File: src/hw/rtl/miv_pkg.sv
package miv_pkg;

  localparam int KEY_BITS = 10;
  localparam int VIOL_BITS = 26;
  localparam int CMD_BITS = 3;
  localparam int STATUS_BITS = 2;

  localparam int KEY_COUNT_DEF = 1024;
  localparam longint unsigned COUNT_MAX_DEF = 64'd65535;

  localparam int QUEUE_DEPTH = 4;

  // key fold by reciprocal: q = (key * ceil(2^FOLD_SHIFT / n)) >> FOLD_SHIFT
  localparam int FOLD_SHIFT = 20;
  localparam int RECIP_BITS = 21;

  typedef enum logic [CMD_BITS-1:0] {
    CMD_ADD_L  = 3'd0,
    CMD_REM_L  = 3'd1,
    CMD_ADD_R  = 3'd2,
    CMD_REM_R  = 3'd3,
    CMD_REPL_L = 3'd4,
    CMD_REPL_R = 3'd5
  } cmd_t;

  typedef enum logic [STATUS_BITS-1:0] {
    STAT_OK       = 2'd0,
    STAT_EMPTY    = 2'd1,
    STAT_OVERFLOW = 2'd2
  } status_t;

  typedef enum logic [2:0] {
    BK_CLEAR,
    BK_FETCH,
    BK_EXEC,
    BK_REPL,
    BK_WRITE_OLD
  } back_state_t;

endpackage

File: src/hw/rtl/miv_front.sv
module miv_front #(
  parameter int KEY_COUNT = miv_pkg::KEY_COUNT_DEF
) (
  input  logic                          clk,
  input  logic                          rst,
  input  logic                          in_valid,
  output logic                          in_ready,
  input  logic [miv_pkg::CMD_BITS-1:0]  cmd,
  input  logic [miv_pkg::KEY_BITS-1:0]  key,
  input  logic [miv_pkg::KEY_BITS-1:0]  new_key,
  input  logic                          busy,
  input  logic                          full,
  output logic                          push,
  output logic [miv_pkg::CMD_BITS-1:0]  push_cmd,
  output logic [$clog2(KEY_COUNT)-1:0]  push_key,
  output logic [$clog2(KEY_COUNT)-1:0]  push_new_key
);

  localparam int KW = $clog2(KEY_COUNT);
  localparam int KB = miv_pkg::KEY_BITS;

  logic          take;
  logic          s1_valid;
  logic [miv_pkg::CMD_BITS-1:0] s1_cmd;
  logic [KB-1:0] s1_key;
  logic [KB-1:0] s1_new_key;

  assign in_ready = !busy && (!s1_valid || !full);
  assign take     = in_valid && in_ready;
  assign push     = s1_valid && !full;
  assign push_cmd = s1_cmd;

  always_ff @(posedge clk) begin
    if (rst) begin
      s1_valid <= 1'b0;
    end else begin
      s1_valid <= take || (s1_valid && full);
    end
  end

  always_ff @(posedge clk) begin
    if (take) begin
      s1_cmd     <= cmd;
      s1_key     <= key;
      s1_new_key <= new_key;
    end
  end

  generate
    if (KEY_COUNT < (1 << KB)) begin : g_fold
      localparam int RW = miv_pkg::RECIP_BITS;
      localparam logic [RW-1:0] RECIP =
        RW'(((1 << miv_pkg::FOLD_SHIFT) + KEY_COUNT - 1) / KEY_COUNT);
      localparam logic [KB-1:0] KC = KB'(KEY_COUNT);

      logic [KB+RW-1:0] prod_key;
      logic [KB+RW-1:0] prod_new;
      logic [KB-1:0]    q_key;
      logic [KB-1:0]    q_new;
      logic [2*KB-1:0]  back_key;
      logic [2*KB-1:0]  back_new;
      logic [2*KB-1:0]  rem_key;
      logic [2*KB-1:0]  rem_new;

      assign prod_key = {{RW{1'b0}}, key} * {{KB{1'b0}}, RECIP};
      assign prod_new = {{RW{1'b0}}, new_key} * {{KB{1'b0}}, RECIP};

      always_ff @(posedge clk) begin
        if (take) begin
          q_key <= prod_key[miv_pkg::FOLD_SHIFT +: KB];
          q_new <= prod_new[miv_pkg::FOLD_SHIFT +: KB];
        end
      end

      assign back_key = {{KB{1'b0}}, q_key} * {{KB{1'b0}}, KC};
      assign back_new = {{KB{1'b0}}, q_new} * {{KB{1'b0}}, KC};
      assign rem_key  = {{KB{1'b0}}, s1_key} - back_key;
      assign rem_new  = {{KB{1'b0}}, s1_new_key} - back_new;

      assign push_key     = rem_key[KW-1:0];
      assign push_new_key = rem_new[KW-1:0];
    end else if (KW > KB) begin : g_wide
      assign push_key     = {{(KW - KB){1'b0}}, s1_key};
      assign push_new_key = {{(KW - KB){1'b0}}, s1_new_key};
    end else begin : g_exact
      assign push_key     = s1_key;
      assign push_new_key = s1_new_key;
    end
  endgenerate

endmodule

File: config.mk
export PLATFORM = sky130hd
export DESIGN_NAME = miv_front
export DESIGN_NICKNAME = d
export VERILOG_FILES = /design/src/hw/rtl/miv_pkg.sv /design/src/hw/rtl/miv_front.sv
export SDC_FILE = /design/constraint.sdc
export NUM_CORES = 1
export LEC_CHECK = 0
export ABC_AREA = 0
export ABC_CLOCK_PERIOD_IN_PS = 5000
export BUFFER_PORTS_ARGS = -buffer_cell sky130_fd_sc_hd__buf_2
export CORE_MARGIN = 1.5
export CORE_UTILIZATION = 40
export DETAILED_ROUTE_END_ITERATION = 10
export PLACE_DENSITY = 0.78
export SYNTH_ARGS = -nofsm -noshare
export SYNTH_HDL_FRONTEND = slang
export SYNTH_SLANG_ARGS = --single-unit
File: constraint.sdc
create_clock -name clk -period 5 [get_ports clk]
set_clock_uncertainty 0.05 [all_clocks]
set_input_delay 0.75 -clock clk [delete_from_list [all_inputs] [get_ports clk]]
set_output_delay 0.75 -clock clk [all_outputs]
set_load 0.02 [all_outputs]
Word-level counts from Yosys, hierarchy flattened:

Index checks and enable logic that the tools add are counted.

* muxes and demuxes: 0
* $add $sub $neg: 0
* divide/modulo/power cells: 0
* shifts and indexed selects: 0
* eq/ne operators: 0
* multipliers: 0
* $lt $le $gt $ge: 0
* reduce and logical (&&, ||, !) cells: 9
* bitwise logic cells: 0

Operators with widths (count)
* 1-bit logical AND: 4
* 1-bit logical NOT: 3
* 1-bit logical OR: 2

* memories: 0
* ROM bits: 0
* logic and storage cells: 13
* input port bits: 28
* memory bits (writable): 0
* register bits: 24
* bits in latches: 0

Logic depth before layout (Yosys ltp):

* depth in word-level cells: 5
* gate-level depth with buffers: 2

Worst setup path after synthesis:

No wires, ideal clock.

* path type: in2reg
* start point: input port busy
* end point: register s1_cmd, in the netlist push_cmd[0] (enable)
* data arrival time: 2.043 ns
* setup slack: 2.497 ns
* library setup time: 0.411 ns
* data required time: 4.539 ns
* cell stages on the path: 2
* path buffers: 0
* cells stage by stage: nand2b_4 > a21oi_1

* cells in the longest elaborated chain, start to end: 3

Ends and longest elaborated chain
* start: declaration: RTL line miv_front.sv:11 `input logic busy,`
* 1-bit logical NOT: RTL line miv_front.sv:28 `assign in_ready = !busy && (!s1_valid || !full);`
* 1-bit logical AND: RTL line miv_front.sv:28
* 1-bit logical AND: RTL line miv_front.sv:29 `assign take = in_valid && in_ready;`
* net take: RTL line miv_front.sv:22 `logic take;`
* end signal: assignment: RTL line miv_front.sv:43 `s1_cmd <= cmd;`
* end: declaration: RTL line miv_front.sv:24 `logic [miv_pkg::CMD_BITS-1:0] s1_cmd;`

The timed path passes the listed nets, and every way through them passes these cells.
A chain may end at the register's enable or synchronous reset.

Worst setup path in the final report:

* start point: input port full
* end point: output port in_ready

* cells in the longest elaborated chain, start to end: 3

Ends and longest elaborated chain
* start: declaration: RTL line miv_front.sv:12 `input logic full,`
* 1-bit logical NOT: RTL line miv_front.sv:28
* 1-bit logical OR: RTL line miv_front.sv:28
* 1-bit logical AND: RTL line miv_front.sv:28
* end: declaration: RTL line miv_front.sv:7 `output logic in_ready,`

No other way between the ends.

==> results.sh <==
export IMPL_run_status="finished clean"
export IMPL_fin_crit_ns=1.978
export IMPL_leakage_uw=0.0004669
export IMPL_synth_top_area_cell="edfxtp_1"
export IMPL_cp_depth=3
export IMPL_synth_seq_cells=24
export IMPL_drt_wl_total_um=1203
export IMPL_crit_path_frequent_cell="buf_2"
export IMPL_route_met3_wl_um=103
export IMPL_drcViolationCount=0
export IMPL_io_pins=53
export IMPL_critPathTopFamily="buffers and inverters"
export IMPL_numPortBuffers=52
export IMPL_ant_nets=0
export IMPL_pre_cts_ws_ns=2.721
export IMPL_min_path_type="reg -> reg"
export IMPL_syn_inst=30
export IMPL_slew_headroom_pct=23.62
export IMPL_cp_slowest_stage_delay_ns=0.17
export IMPL_synthTopCellsByArea="edfxtp_1 (92%), dfxtp_1 (2.7%), nand2b_4 (1.8%)"
export IMPL_synth_nets=58
export IMPL_wl_per_cell_um=10.84
export IMPL_power_density_nw_per_um2=334.2
export IMPL_syn_to_final_growth_pct=44.02
export IMPL_place_congestion=0.6066
export IMPL_fin_nets=115
export IMPL_yosysWarnings=0
export IMPL_whs_path_depth=2
export IMPL_hold_violations=0
export IMPL_tns_ns=0
export IMPL_die_area_um2=2153
export IMPL_r2r_cells=1
export IMPL_ir_worst_vdd_v=0.0001816
export IMPL_cp_start_kind="input port"
export IMPL_dr_max_layer_used="met4"
export IMPL_cp_required_ns=4.20
export IMPL_grt_max_degree=24
export IMPL_grt_antenna_before_repair=0
export IMPL_initial_core_util_pct=43.15
export IMPL_drv_cap=0
export IMPL_insertedDiodeCount=0
export IMPL_die_h_um=46.40
export IMPL_setup_ws_ns=3.022
export IMPL_grt_pass1_vias=394
export IMPL_synth_distinct_cells=7
export IMPL_cp_arrival_ns=1.18
export IMPL_crit_path_max_fanout=4
export IMPL_num_rows=15
export IMPL_grt_overflow=0
export IMPL_slowest_stage="buf_2"
export IMPL_grt_pass1_wl_um=1545
export IMPL_wl_met1_um=420
export IMPL_worstMarginPinSlew_ns=1.146
export IMPL_clock_path_buffers=2
export IMPL_end_kind="primary output"
export IMPL_dr_pass1_iters=1
export IMPL_path_buf_inv=2
export IMPL_rsz0062_at_grt="no"
export IMPL_hold_buffers=0
export IMPL_syn_area_per_cell_um2=25.11
export IMPL_fin_crit_sh_pct=39.56
export IMPL_met2_length_um=661
export IMPL_worstSetupPathType="in -> out"
export IMPL_syn_area_um2=753.2
export IMPL_root_buffer="clkbuf_4"
export IMPL_cts_buffers=3
export IMPL_post_cts_buffers=0
export IMPL_path_cells="buf_2, a21oi_1, buf_2"
export IMPL_slew_violations=0
export IMPL_ctsResizeCount=0
export IMPL_htreeDepth=1
export IMPL_seq_area_frac_synth_pct=94.35
export IMPL_maxClockFrequency_mhz=505.6
export IMPL_track_usage_pct=10.95
export IMPL_cts_tree="done"
export IMPL_cts_sinks=24
export IMPL_core_area_um2=1745
export IMPL_die_w_um=46.40
export IMPL_clkLatencyLatePin_ns=0.30
export IMPL_finalSetupViolCount=0
export IMPL_yosys_area_top_type_share_pct=91.69
export IMPL_vias_per_cell=4.252
export IMPL_dr_total_vias=472
export IMPL_clkTransAtPathRegs_ns=0.12
export IMPL_drive_gt1_share_pct=68.60
export IMPL_drtIter0Drc=0
sequential cells by signal, summed over array words and instances, names as in the netlist:
name          cells
push_cmd          3
push_key         10
push_new_key     10
s1_valid          1
cells in the mapped netlist:
| cell type | count |
|---|---|
| edfxtp_1 | 23 |
| a21oi_1 | 2 |
| a21oi_2 | 1 |
| dfxtp_1 | 1 |
| nand2_1 | 1 |
| nand2b_4 | 1 |
| nor2b_1 | 1 |
layout make-up:
class,instances,area (µm²)
repair buffers,52,260.3
well taps,25,31.28
flip-flops and latches,24,710.7
fillers,143,660.6
multi-input cells,6,46.29
clock buffers,4,36.28
per-layer routing:
| layer | global-route usage [%] | vias to the layer above |
|---|---|---|
| met1 | 11.55 | 213 |
| li1 | - | 227 |
| met5 | 0 | - |
| met4 | 6.857 | 0 |
| met2 | 19.44 | 30 |
| met3 | 2.353 | 2 |
power by group:
group	total [µW]	switching (µW)	leakage, µW	internal [µW]
logic	35.3	21.1	0.000222	14.2
registers	233	2.13	0.000223	230
clock network	94.6	50.2	0.0000210	44.4
cells in the final DEF, fill, tap and decap left out:
cell and count:
a21oi_1 1, a21oi_2 2, buf_2 52, clkbuf_4 3
clkbuf_8 1, dfxtp_1 1, edfxtp_1 23, nand2_1 1
nand2b_4 1, nor2b_1 1
cell families after synthesis:
logic type | Yosys count | synth area share (%)
AO/OA/AOI/OAI | 3 | 2.492
flip-flops | 24 | 94.35
AND/OR/NAND/NOR | 3 | 3.156
through the flow:
step	instances	hold slack [ns]	power [µW]	cell area [µm²]	utilization [%]
2_1_floorplan	30	0.4064	253.8	753.2	-
3_3_place_gp	107	0.4269	272.1	1049	60.07
3_5_place_dp	107	0.4651	273.3	1049	60.07
4_1_cts	111	0.4835	366.9	1085	62.15
5_1_grt	111	0.5024	378.3	1085	62.15
6_report	111	0.4753	362.5	1085	62.15
worst min-delay path: stages, from the launching register on:
cell     delay (ns)
dfxtp_1        0.36
nand2_1        0.09
a21oi_2        0.05
path summary, 6_finish.rpt:
kind | start | to | slack (ns)
max | full | in_ready | 3.02
max reg2reg | s1_valid$_SDFF_PP0_ | push_new_key[2]$_DFFE_PP_ | 3.31
min reg2reg | s1_valid$_SDFF_PP0_ | s1_valid$_SDFF_PP0_ | 0.48
min | s1_valid$_SDFF_PP0_ | s1_valid$_SDFF_PP0_ | 0.48
No activity file was read; power rests on OpenSTA's default activity.
