$ cat src/hw/rtl/miv_queue.sv
module miv_queue #(
  parameter int WIDTH = 23,
  parameter int DEPTH = 4
) (
  input  logic             clk,
  input  logic             rst,
  input  logic             push,
  input  logic [WIDTH-1:0] wdata,
  output logic             full,
  output logic             valid,
  input  logic             pop,
  output logic [WIDTH-1:0] rdata
);

  localparam int AW = $clog2(DEPTH);

  logic [WIDTH-1:0] slots [DEPTH];
  logic [AW-1:0]    wr_ptr;
  logic [AW-1:0]    rd_ptr;
  logic [AW:0]      fill;

  assign full  = (fill == (AW + 1)'(DEPTH));
  assign valid = (fill != '0);
  assign rdata = slots[rd_ptr];

  always_ff @(posedge clk) begin
    if (rst) begin
      wr_ptr <= '0;
      rd_ptr <= '0;
      fill   <= '0;
    end else begin
      if (push) begin
        wr_ptr <= (wr_ptr == AW'(DEPTH - 1)) ? '0 : wr_ptr + AW'(1);
      end
      if (pop) begin
        rd_ptr <= (rd_ptr == AW'(DEPTH - 1)) ? '0 : rd_ptr + AW'(1);
      end
      if (push && !pop) begin
        fill <= fill + (AW + 1)'(1);
      end else if (pop && !push) begin
        fill <= fill - (AW + 1)'(1);
      end
    end
  end

  always_ff @(posedge clk) begin
    if (push) begin
      slots[wr_ptr] <= wdata;
    end
  end

endmodule

$ cat config.mk
export PLATFORM = sky130hd
export DESIGN_NAME = miv_queue
export DESIGN_NICKNAME = d
export VERILOG_FILES = /design/src/hw/rtl/miv_queue.sv
export SDC_FILE = /design/constraint.sdc
export NUM_CORES = 1
export LEC_CHECK = 0
export ABC_AREA = 1
export BUFFER_PORTS_ARGS = -buffer_cell sky130_fd_sc_hd__buf_4
export CELL_PAD_IN_SITES_DETAIL_PLACEMENT = 1
export CELL_PAD_IN_SITES_GLOBAL_PLACEMENT = 2
export CORE_ASPECT_RATIO = 1.25
export CORE_MARGIN = 5
export CORE_UTILIZATION = 38
export DETAILED_ROUTE_END_ITERATION = 8
export PLACE_DENSITY_LB_ADDON = 0.05
export SYNTH_ARGS = -nofsm -noshare
export SYNTH_HDL_FRONTEND = slang
export SYNTH_SLANG_ARGS = --single-unit
$ cat constraint.sdc
create_clock -name clk -period 1.8 [get_ports clk]
set_input_delay 0.18 -clock clk [delete_from_list [all_inputs] [get_ports clk]]
set_output_delay 0.18 -clock clk [all_outputs]
set_load 0.02 [all_outputs]
## After elaboration in Yosys (flattened, before gate mapping)

Memories as Yosys holds them, arrays and structs flattened. A register that Yosys moved wholly into a read port is not among the register bits.
Cells that the tools add are included.
Widths: inputs -> output; s select.

| storage, ports and cells | value |
|---|---|
| bits in registers | 7 |
| latch bits | 0 |
| memory bits (writable) | 92 |
| memory bits (read-only) | 0 |
| input port bits | 27 |
| output and inout port bits | 25 |
| word-level logic and storage cells | 25 |
| memories | 1 |

Memory list:

| name | depth | width | rd ports | clocked after Yosys merged registers in | write ports | line | text |
|---|---|---|---|---|---|---|---|
| slots | 4 | 23 | 1 | 1 | 1 | 17 | `logic [WIDTH-1:0] slots [DEPTH];` |

| operators by class | value |
|---|---|
| add/sub/neg operators | 4 |
| multipliers | 0 |
| div/mod/pow operators | 0 |
| $lt $le $gt $ge | 0 |
| equal/unequal tests | 3 |
| shift-type cells | 0 |
| muxes and demuxes | 8 |
| bitwise gates (word level) | 0 |
| reduce and logical (&&, ||, !) cells | 6 |

Operators by type and width:

| kind | number |
|---|---|
| $mux 2 | 4 |
| $mux 3 | 2 |
| $add 2x1->2 const B | 2 |
| $eq 2x2->1 const B | 2 |
| $add 3x1->3 const B | 1 |
| $eq 3x3->1 const B | 1 |
| $reduce_bool 3->1 | 1 |
| $sub 3x1->3 const B | 1 |
| $logic_and 1x1->1 | 2 |
| $logic_not 1->1 | 2 |
| $mux 1 | 2 |
| $reduce_bool 2->1 | 1 |

## Longest topological paths before layout

Gate-level depths: netlist (run 1).

| logic depth | value |
|---|---|
| depth in word-level cells | 4 |
| mapped depth | 10 |
| depth with buffers taken out | 10 |

## Least setup slack after synthesis (run 1)

Ideal clock, no wire load.

| timing path | value |
|---|---|
| kind | register to register |
| start point | register wr_ptr[0] |
| end point | memory slots[3][0], enable pin |
| setup time | 0.378 ns |
| data arrival time | 1.051 ns |
| required time | 1.422 ns |
| slack | 0.371 ns |
| cell stages (with the launch flop) | 4 |
| path buffers | 0 |
| period minus slack after synthesis | 1.429 ns |
| cells stage by stage | dfxtp_1 > ha_1 > nand2_1 > inv_1 |

RTL lines:

| element | line | text |
|---|---|---|
| from (decl) | 18 | `logic [AW-1:0] wr_ptr;` |
| from (signal assigned) | 33 | `wr_ptr <= (wr_ptr == AW'(DEPTH - 1)) ? '0 : wr_ptr + AW'(1);` |
| to (decl) | 17 |  |

No word-level cell before the write port.

==> results of run 1 <==
==> power groups by stage <==
stage,Sequential (mW),Clock [mW],Combinational (mW)
finish,2.72,2.12,0.684
global route,2.73,2.29,0.757
CTS,2.72,2.19,0.702
detailed placement,2.77,0,0.697
global placement,2.76,0,0.691
floorplan,2.75,0,0.397
==> logic make-up (layout without fill, tap and decap cells) <==
kind of cell	after synthesis	in the layout	share of synthesized area
adders and majority gates	7	7	0.02443
DFF	101	101	0.7560
AOI/OAI and AO/OA	75	75	0.1038
and+or+nand+nor	69	69	0.06847
xor gates and xnor gates	1	1	0.002250
buffers and inverters	29	96	0.04500
==> placed cells by master, fill, tap and decap left out <==
cell type | Yosys | layout
nand2_1 | 9 | 9
nor3_1 | 3 | 3
o22ai_1 | 23 | 23
inv_1 | 14 | 14
clkinv_1 | 0 | 1
nand4_1 | 1 | 1
buf_12 | 0 | 1
nor2_1 | 55 | 55
clkbuf_1 | 0 | 2
dfxtp_2 | 0 | 1
fa_1 | 1 | 1
o21ai_1 | 19 | 19
inv_4 | 0 | 1
bufinv_16 | 0 | 3
o21ai_0 | 30 | 30
a21oi_1 | 3 | 3
ha_1 | 6 | 6
inv_8 | 1 | 1
xor2_1 | 1 | 1
edfxtp_1 | 92 | 92
clkinv_2 | 0 | 1
clkbuf_16 | 0 | 9
buf_6 | 6 | 2
dfxtp_1 | 9 | 8
buf_4 | 2 | 61
nand3_1 | 1 | 1
==> worst reg2reg max path: cells and delay by family, from the launching register on <==
kind | cells | cell delay [ps]
flip-flops | 1 | 410
buffers and inverters | 2 | 310
adder cells (fa/ha/maj) | 1 | 220
AND/OR/NAND/NOR | 1 | 70
==> repair_timing <==
item                       4_1_cts  5_1_grt
hold buffers                     0        0
setup endpoints to repair        0       13
resized for setup                0        4
==> Yosys cell counts <==
cell      count  area share
nor2_1       55       0.053
o21ai_1      19       0.024
o21ai_0      30       0.039
o22ai_1      23       0.037
clkbuf_2      1      0.0013
nand4_1       1      0.0016
inv_1        14       0.014
inv_8         1      0.0029
buf_4         2      0.0039
a21oi_1       3      0.0039
edfxtp_1     92        0.71
nand2_1       9      0.0087
nor3_1        3      0.0039
inv_2         1     0.00096
ha_1          6       0.019
xor2_1        1      0.0023
fa_1          1      0.0051
buf_2         4      0.0051
buf_6         6       0.017
nand3_1       1      0.0013
dfxtp_1       9       0.046
==> how the worst max path moves through the flow <==
| stage | startpoint | end | slack [ps] | cells past startpoint |
|---|---|---|---|---|
| global route | register | rdata[10] | 20 | 4 |
| floorplan | wr_ptr[0]$_SDFFE_PP0P_ | slots[3][0]$_DFFE_PP_ | 370 | 3 |
| CTS | register | rdata[3] | 20 | 4 |
| detailed placement | pop | fill[2]$_SDFFE_PP0P_ | 330 | 10 |
| global placement | pop | fill[2]$_SDFFE_PP0P_ | 370 | 11 |
| finish | register | rdata[10] | 150 | 4 |
==> routing by layer <==
metal	routed length [µm]	global-route usage	vias to the layer above
met2	4024	0.2276	46
met3	384	0.04797	18
met5	0	0	-
met1	3621	0.1789	1175
li1	-	-	1151
met4	218	0.06908	0
==> registers in the layout (all words and copies together), names as in the netlist, named ones only <==
name and count:
rd_ptr 2, wr_ptr 2, fill 3, slots 92
==> layout make-up <==
type / instances / share of cell area
timing repair buffer: 64 / 0.1047
tap: 129 / 0.03375
clock buffer: 11 / 0.04867
clock inverter: 5 / 0.02067
sequential: 101 / 0.6156
multi-input combinational: 152 / 0.1620
inverter: 16 / 0.01465
==> metrics by stage <==
stage          instance area (µm²)  instances    util  total power [mW]
2_1_floorplan                 3892        282       -             3.152
3_3_place_gp                  4441        462  0.4416             3.454
3_5_place_dp                  4441        462  0.4416             3.464
4_1_cts                       4772        478  0.4746             5.607
5_1_grt                       4782        478  0.4756             5.774
6_report                      4782        478  0.4756             5.526
==> out/results.txt, run 1 <==
outcome: finished clean
Fill cells: 1092
Synth Cell Area: 3892 µm²
reg-to-reg critical path startpoint: wr_ptr[0]$_SDFFE_PP0P_
PnR worst setup slack: 145.0 ps
R2R cell count: 4
switch share: 0.2230
Root Driver: clkbuf_16
# diodes: 0
std cell rows: 41
Routed wire per std cell: 17.26 µm
Die X: 100.5 µm
WP buf/inv: 2
first-pass GRT wire length: 13.17 mm
Largest stage delay, worst path: 420 ps
min Tclk post-route: 1655 ps
Synthesized Nets: 316
initial antenna violation count: 0
Routed WL: 8.248 mm
nets@finish: 378
Cell Pwr Density: 1155 nW/µm²
worst clock skew: 4.872 ps
layout cells sized above 1: 0.2292
combinational power share: 0.124
Gate Count Post-Synth: 282
Max-Slew Margin vs Limit: 0.8027
Seq pwr share: 0.492
worst-margin pin slew: 292.8 ps
hold path endpoint: slots[2][19]$_DFFE_PP_
RePlAce Congestion: 0.7535
area of the multi-input gates: 774.5 µm²
initial DRC count: 110
DRC violations left: 0
Pleak: 1.781 nW
Vias/cell: 5.000
RR Endpoint: slots[3][8]$_DFFE_PP_
antenna viol nets, final: 0
syn_area_per_cell: 13.80 µm²
RSZ-0062 raised after global routing: false
total setup buffers inserted after CTS: 0
core area: 10050 µm²
number of global-route vias before repair: 2560
CP Max Fanout: 20
R2R setup slack: 480 ps
Clk pwr share: 0.384
largest net degree at the start of global routing: 47
CP Launch Type: register
P&R area growth vs syn: 22.85%
Port Buffers: 51
FF+latch area: 2944 µm²
Worst VDD drop: 0.5199 mV
count of different cell masters after synthesis: 21
die area: 12380 µm²
Worst path slowest cell: dfxtp_2
flop and latch count out of synthesis: 101
post-route setup TNS: 0 ps
Hold Crit Depth: 1
CTS Buf Count: 9
Worst-Skew Late Latency: 340 ps
Seq/Total Area, Yosys: 0.7560
DR pass1 iterations: 4
CTS tree: built
final hold violation count: 0
CP delay by family, top: flip-flops
clock slew at reported path FFs: 60 ps
setup violators final: 0
crit path kind: reg -> out
DPL Wire Length: 5.407 mm
remaining global-route overflow: 0
Hold Slack: 38.69 ps
Cell Chain, Critical Path: buf_6 > o21ai_0 > o22ai_1 > buf_4
fin crit share: 0.9194
net switching power of the design: 1.232 mW
Pins Over Slew Limit: 0
maxcap violations: 0
CTS Sinks: 101
crit end category: primary output
Initial Utilization: 0.3871
Required @ worst endpoint: 1620 ps
Int Power: 4.293 mW
I/O pin cnt: 52
CTS Buffer Depth: 2
Yosys warning total: 0
Peak Freq: 0.6042 GHz
vias post-DR: 2390
hold_sp: wdata[19]
H-tree depth: 3
worst hold path type: in -> reg
Critical Path AT: 1470 ps
GRT Util Overall: 0.1444
Die Span Y: 123.2 µm
pre-CTS WS: 326.7 ps
No activity file was read; power rests on OpenSTA's default activity.
==> run 2: changes to the inputs <==
ABC_AREA = 0   (was 1)
CTS_BUF_LIST = sky130_fd_sc_hd__clkbuf_8   (was not set)
SETUP_SLACK_MARGIN = 0.5   (was not set)
==> out/results.txt, run 2 <==
P&R area growth vs syn: 24.50%
CTS Sinks: 101
Initial Utilization: 0.3909
Worst path slowest cell: mux4_2
final hold violation count: 0
Pleak: 1.643 nW
H-tree depth: 3
reg-to-reg critical path startpoint: fill[0]$_SDFFE_PP0P_
Synth Area in Adders: 0.02506
first-pass GRT wire length: 11.55 mm
CP Depth: 3
Peak Freq: 0.5522 GHz
count of different cell masters after synthesis: 18
initial DRC count: 69
clock slew at reported path FFs: 80 ps
Hold Slack: 26.97 ps
RR Endpoint: fill[2]$_SDFFE_PP0P_
Die X: 99.38 µm
crit path kind: reg -> out
vias post-DR: 1761
# diodes: 0
max reg flops: 92
RSZ-0062 raised after global routing: true
DRC violations left: 0
DR pass1 iterations: 4
Vias/cell: 4.838
initial antenna violation count: 0
std cell rows: 40
outcome: finished, violations left
R2R setup slack: 420 ps
Cell Chain, Critical Path: buf_12 > mux4_2 > buf_6
mux contribution to synthesized area: 0.1500
RePlAce Congestion: 0.7101
Synth top area share: 0.7280
Pins Over Slew Limit: 0
Port Buffers: 51
I/O pin cnt: 52
CP delay by family, top: multiplexers
min Tclk post-route: 1811 ps
CTS Buffer Depth: 2
top post-synthesis cells by area: edfxtp_1, mux4_2, dfxtp_1
Worst-Skew Late Latency: 350 ps
fin crit share: 1.006
Final Power: 4.657 mW
Synthesized Nets: 198
worst clock skew: 7.126 ps
Synth Cell Area: 3795 µm²
Worst VDD drop: 0.5216 mV
layout cells sized above 1: 0.4580
nets@finish: 267
compound-cell area share of the yosys netlist: 0.003956
Seq/Total Area, Yosys: 0.7755
simple-gate area share of the yosys netlist: 0.02077
most numerous cell in the Yosys netlist: edfxtp_1
GRT Util Overall: 0.1297
worst-margin pin slew: 232.9 ps
Root Driver: clkbuf_8
crit end category: primary output
hold_sp: wdata[14]
largest reg by FF count: slots
die area: 12100 µm²
biggest regs: slots (92), fill (3)
R2R cell count: 4
Post-Synth XOR/XNOR Area: 0.004616
Die Span Y: 121.7 µm
Critical Path AT: 1630 ps
Routed wire per std cell: 20.05 µm
core area: 9709 µm²
Largest stage delay, worst path: 550 ps
worst hold path type: in -> reg
flop and latch count out of synthesis: 101
maxcap violations: 0
CP Launch Type: register
CTS tree: built
ys flop type: edfxtp_1
Routed WL: 7.297 mm
commonest non-fill, non-tap cell in the layout: edfxtp_1
setup violators final: 2
DPL Wire Length: 4.590 mm
syn_area_per_cell: 23.14 µm²
Yosys warning total: 0
Gate Count Post-Synth: 164
WP buf/inv: 2
CP Max Fanout: 9
area leader, netlist: edfxtp_1
asr flop ratio synth: 0
PnR worst setup slack: -10.78 ps
CTS Buf Count: 9
largest family of logic cells by synthesized area: multiplexers
remaining global-route overflow: 0
largest net degree at the start of global routing: 24
number of global-route vias before repair: 2069
Cell Pwr Density: 985.8 nW/µm²
EDFF count, synth: 92
failing checks: negative setup slack
commonest non-fill, non-tap cells in the layout: edfxtp_1, buf_4, buf_6, mux4_2, clkbuf_8
Max-Slew Margin vs Limit: 0.8448
commonest cells in the netlist: edfxtp_1, mux4_2, dfxtp_1
Required @ worst endpoint: 1620 ps
crit path to: rdata[18]
antenna viol nets, final: 0
-- run 2: power by group --
group	internal (mW)	switching, mW	total (mW)
Sequential	2.68	0.0469	2.73
Clock	0.517	0.685	1.20
Combinational	0.380	0.351	0.731
Total	3.57	1.08	4.66
-- run 2: cell type report --
cell class | instances | area (µm²)
Clock buffer | 10 | 137.6
Clock inverter | 6 | 26.28
Fill cell | 904 | 4985
Inverter | 4 | 17.52
Multi-Input combinational cell | 57 | 828.3
Sequential cell | 101 | 2952
Tap cell | 126 | 157.7
Timing Repair Buffer | 60 | 605.6
-- run 2: worst min-delay path by stage --
stage	endpoint	cells past startpoint	slack [ps]
after global routing	slots[3][12]$_DFFE_PP_	1	3
after floorplan	fill[2]$_SDFFE_PP0P_	1	250
after detailed placement	slots[2][9]$_DFFE_PP_	1	380
final	slots[0][14]$_DFFE_PP_	1	30
after CTS	slots[2][18]$_DFFE_PP_	1	8
after global placement	slots[3][15]$_DFFE_PP_	1	380
-- run 2: kinds of logic after synthesis --
| group | after synthesis |
|---|---|
| AOI/OAI and AO/OA | 3 |
| muxes | 27 |
| buffers and inverters | 9 |
| and+or+nand+nor | 15 |
| DFF | 101 |
| adders and majority gates | 7 |
| xor gates and xnor gates | 2 |
-- run 2: metal layers --
metal  vias to the layer above  global-route usage  part of all wire
met5                         -                   0                 0
met4                         0             0.05636             0.013
met3                         9             0.02405             0.035
met2                        37              0.2290              0.53
met1                       905              0.1543              0.42
li1                        810                   -                 -
-- run 2: worst register-to-register path: stages (launching register included) --
cell     delay, ps
dfxtp_4        370
fa_2           360
xor2_1         150
or3_1          320
a21oi_2        120
-- run 2: through the flow --
step | cell area, µm² | TNS [ps] | worst slack, ps | cells | utilization
final | 4725 | -13.57 | -10.78 | 364 | 0.4866
after global routing | 4725 | -1025 | -87.36 | 364 | 0.4866
after CTS | 4658 | -329.5 | -53.37 | 361 | 0.4798
after detailed placement | 4360 | 0 | 203.1 | 341 | 0.4491
after global placement | 4360 | 0 | 279.9 | 341 | 0.4491
after floorplan | 3819 | 0 | 444.2 | 164 | -
-- run 2: repair_timing --
item	4_1_cts	5_1_grt
gates cloned	4	0
gates resized for setup	33	12
pin swaps	3	2
endpoints found under the setup margin	95	39
hold buffers	0	2
setup buffers	0	1
hold endpoints to repair	0	4
==> run 3: changes to the inputs <==
CORE_UTILIZATION = 30   (was 38)
==> out/results.txt, run 3 (synthesis gave the netlist of run 2 again) <==
commonest non-fill, non-tap cell in the layout: edfxtp_1
Hold Slack: 24.83 ps
H-tree depth: 3
CTS Buffer Depth: 2
Worst VDD drop: 0.4328 mV
largest net degree at the start of global routing: 24
min Tclk post-route: 1837 ps
CTS Sinks: 101
std cell rows: 46
Max-Slew Margin vs Limit: 0.8568
final hold violation count: 0
antenna viol nets, final: 0
Post-DP Area: 4425 µm²
# diodes: 0
remaining global-route overflow: 0
Final Core Density: 0.3932
pre-CTS WS: 186.9 ps
post-route setup TNS: -212.6 ps
largest reg by FF count: slots
Routed wire per std cell: 20.19 µm
worst-margin pin slew: 212.5 ps
failing checks: negative setup slack
Port Buffers: 51
Clk pwr share: 0.293
die area: 15010 µm²
RePlAce Congestion: 0.6661
Root Driver: clkbuf_8
GRT Util Overall: 0.1100
nets@finish: 279
RSZ-0062 raised after global routing: true
outcome: finished, violations left
DRC violations left: 0
commonest non-fill, non-tap cells in the layout: edfxtp_1, buf_4, mux4_2, buf_6
worst clock skew: 11.75 ps
clock slew at reported path FFs: 90 ps
Initial Utilization: 0.3025
CTS tree: built
CP Max Fanout: 7
Cell Pwr Density: 1000 nW/µm²
Int Power: 3.749 mW
CP Launch Type: register
switch share: 0.2405
first-pass GRT wire length: 12.19 mm
core area: 12550 µm²
maxcap violations: 0
Required @ worst endpoint: 1620 ps
CTS Buf Count: 9
Die Span Y: 135.7 µm
Die X: 110.6 µm
setup violators final: 7
fin crit share: 1.020
initial DRC count: 47
Seq pwr share: 0.553
Pleak: 1.692 nW
Pins Over Slew Limit: 0
I/O pin cnt: 52
PnR worst setup slack: -36.54 ps
area of the multi-input gates: 868.3 µm²
Routed WL: 8.438 mm
Peak Freq: 0.5445 GHz
crit path kind: reg -> out
net switching power of the design: 1.187 mW
worst hold path type: in -> reg
crit end category: primary output
biggest regs: slots (92), fill (3)
DPL Wire Length: 4.821 mm
vias post-DR: 1847
P&R area growth vs syn: 30.00%
FF+latch area: 2954 µm²
Vias/cell: 4.419
layout cells sized above 1: 0.4880
max reg flops: 92
combinational power share: 0.154
Critical Path AT: 1660 ps
Worst-Skew Late Latency: 360 ps
final instance area: 4933 µm²
DR pass1 iterations: 4
number of global-route vias before repair: 2109
initial antenna violation count: 0
Fill cells: 1268
## run 3: cell count changes in the layout (fill, tap and decap cells not counted), sizes merged
cell | previous run | this run
clkinvlp | 1 | 2
and2 | 7 | 11
bufinv | 0 | 1
dlygate4sd3 | 2 | 9
clkinv | 0 | 1
inv | 9 | 6
buf | 58 | 59
## run 3: worst paths after layout
check                       startpoint               endpoint  slack (ps)  cells past startpoint
setup / recovery              register               rdata[4]         -40                      4
hold / removal                wdata[3]  slots[1][3]$_DFFE_PP_          20                      1
hold reg to reg   fill[2]$_SDFFE_PP0P_   fill[2]$_SDFFE_PP0P_         540                      2
setup reg to reg  fill[0]$_SDFFE_PP0P_   fill[2]$_SDFFE_PP0P_         330                      4
## run 3: through the flow
step | power [mW] | cells
after floorplan | 3.128 | 164
after global placement | 3.382 | 383
final | 4.936 | 418
after detailed placement | 3.417 | 383
after global routing | 5.157 | 418
after CTS | 4.974 | 408
## run 3: layer usage
metal / up-vias / part of all wire / global-route usage
met1: 969 / 0.39 / 0.1218
met3: 7 / 0.037 / 0.03083
met5: - / 0 / 0
li1: 834 / - / -
met4: 0 / 0.012 / 0.03901
met2: 37 / 0.56 / 0.2021
## run 3: cell type report
cell class                      instances  share of cell area
Clock buffer                           10             0.02790
Clock inverter                          6             0.01268
Inverter                                4            0.003551
Multi-Input combinational cell         61              0.1760
Sequential cell                       101              0.5988
Tap cell                              168             0.04261
Timing Repair Buffer                   68              0.1385
## run 3: worst max-delay path, cell delays in order, from the launching register on
cell,delay (ps)
dfxtp_4,400
buf_12,120
buf_16,130
mux4_2,510
buf_6,150
## run 3: power by group through the flow
stage	Sequential, mW	Combinational (mW)	Clock, mW
detailed placement	2.78	0.641	0
finish	2.73	0.761	1.45
global placement	2.77	0.616	0
CTS	2.73	0.748	1.50
floorplan	2.76	0.369	0
global route	2.74	0.820	1.60
## run 3: what timing repair did
item | in CTS | in global routing
cloned | 4 | 4
pin swaps | 1 | 0
hold buffers | 3 | 6
buffers inserted | 2 | 0
resized for setup | 36 | 7
endpoints found under the hold margin | 9 | 16
setup endpoints to repair | 118 | 98
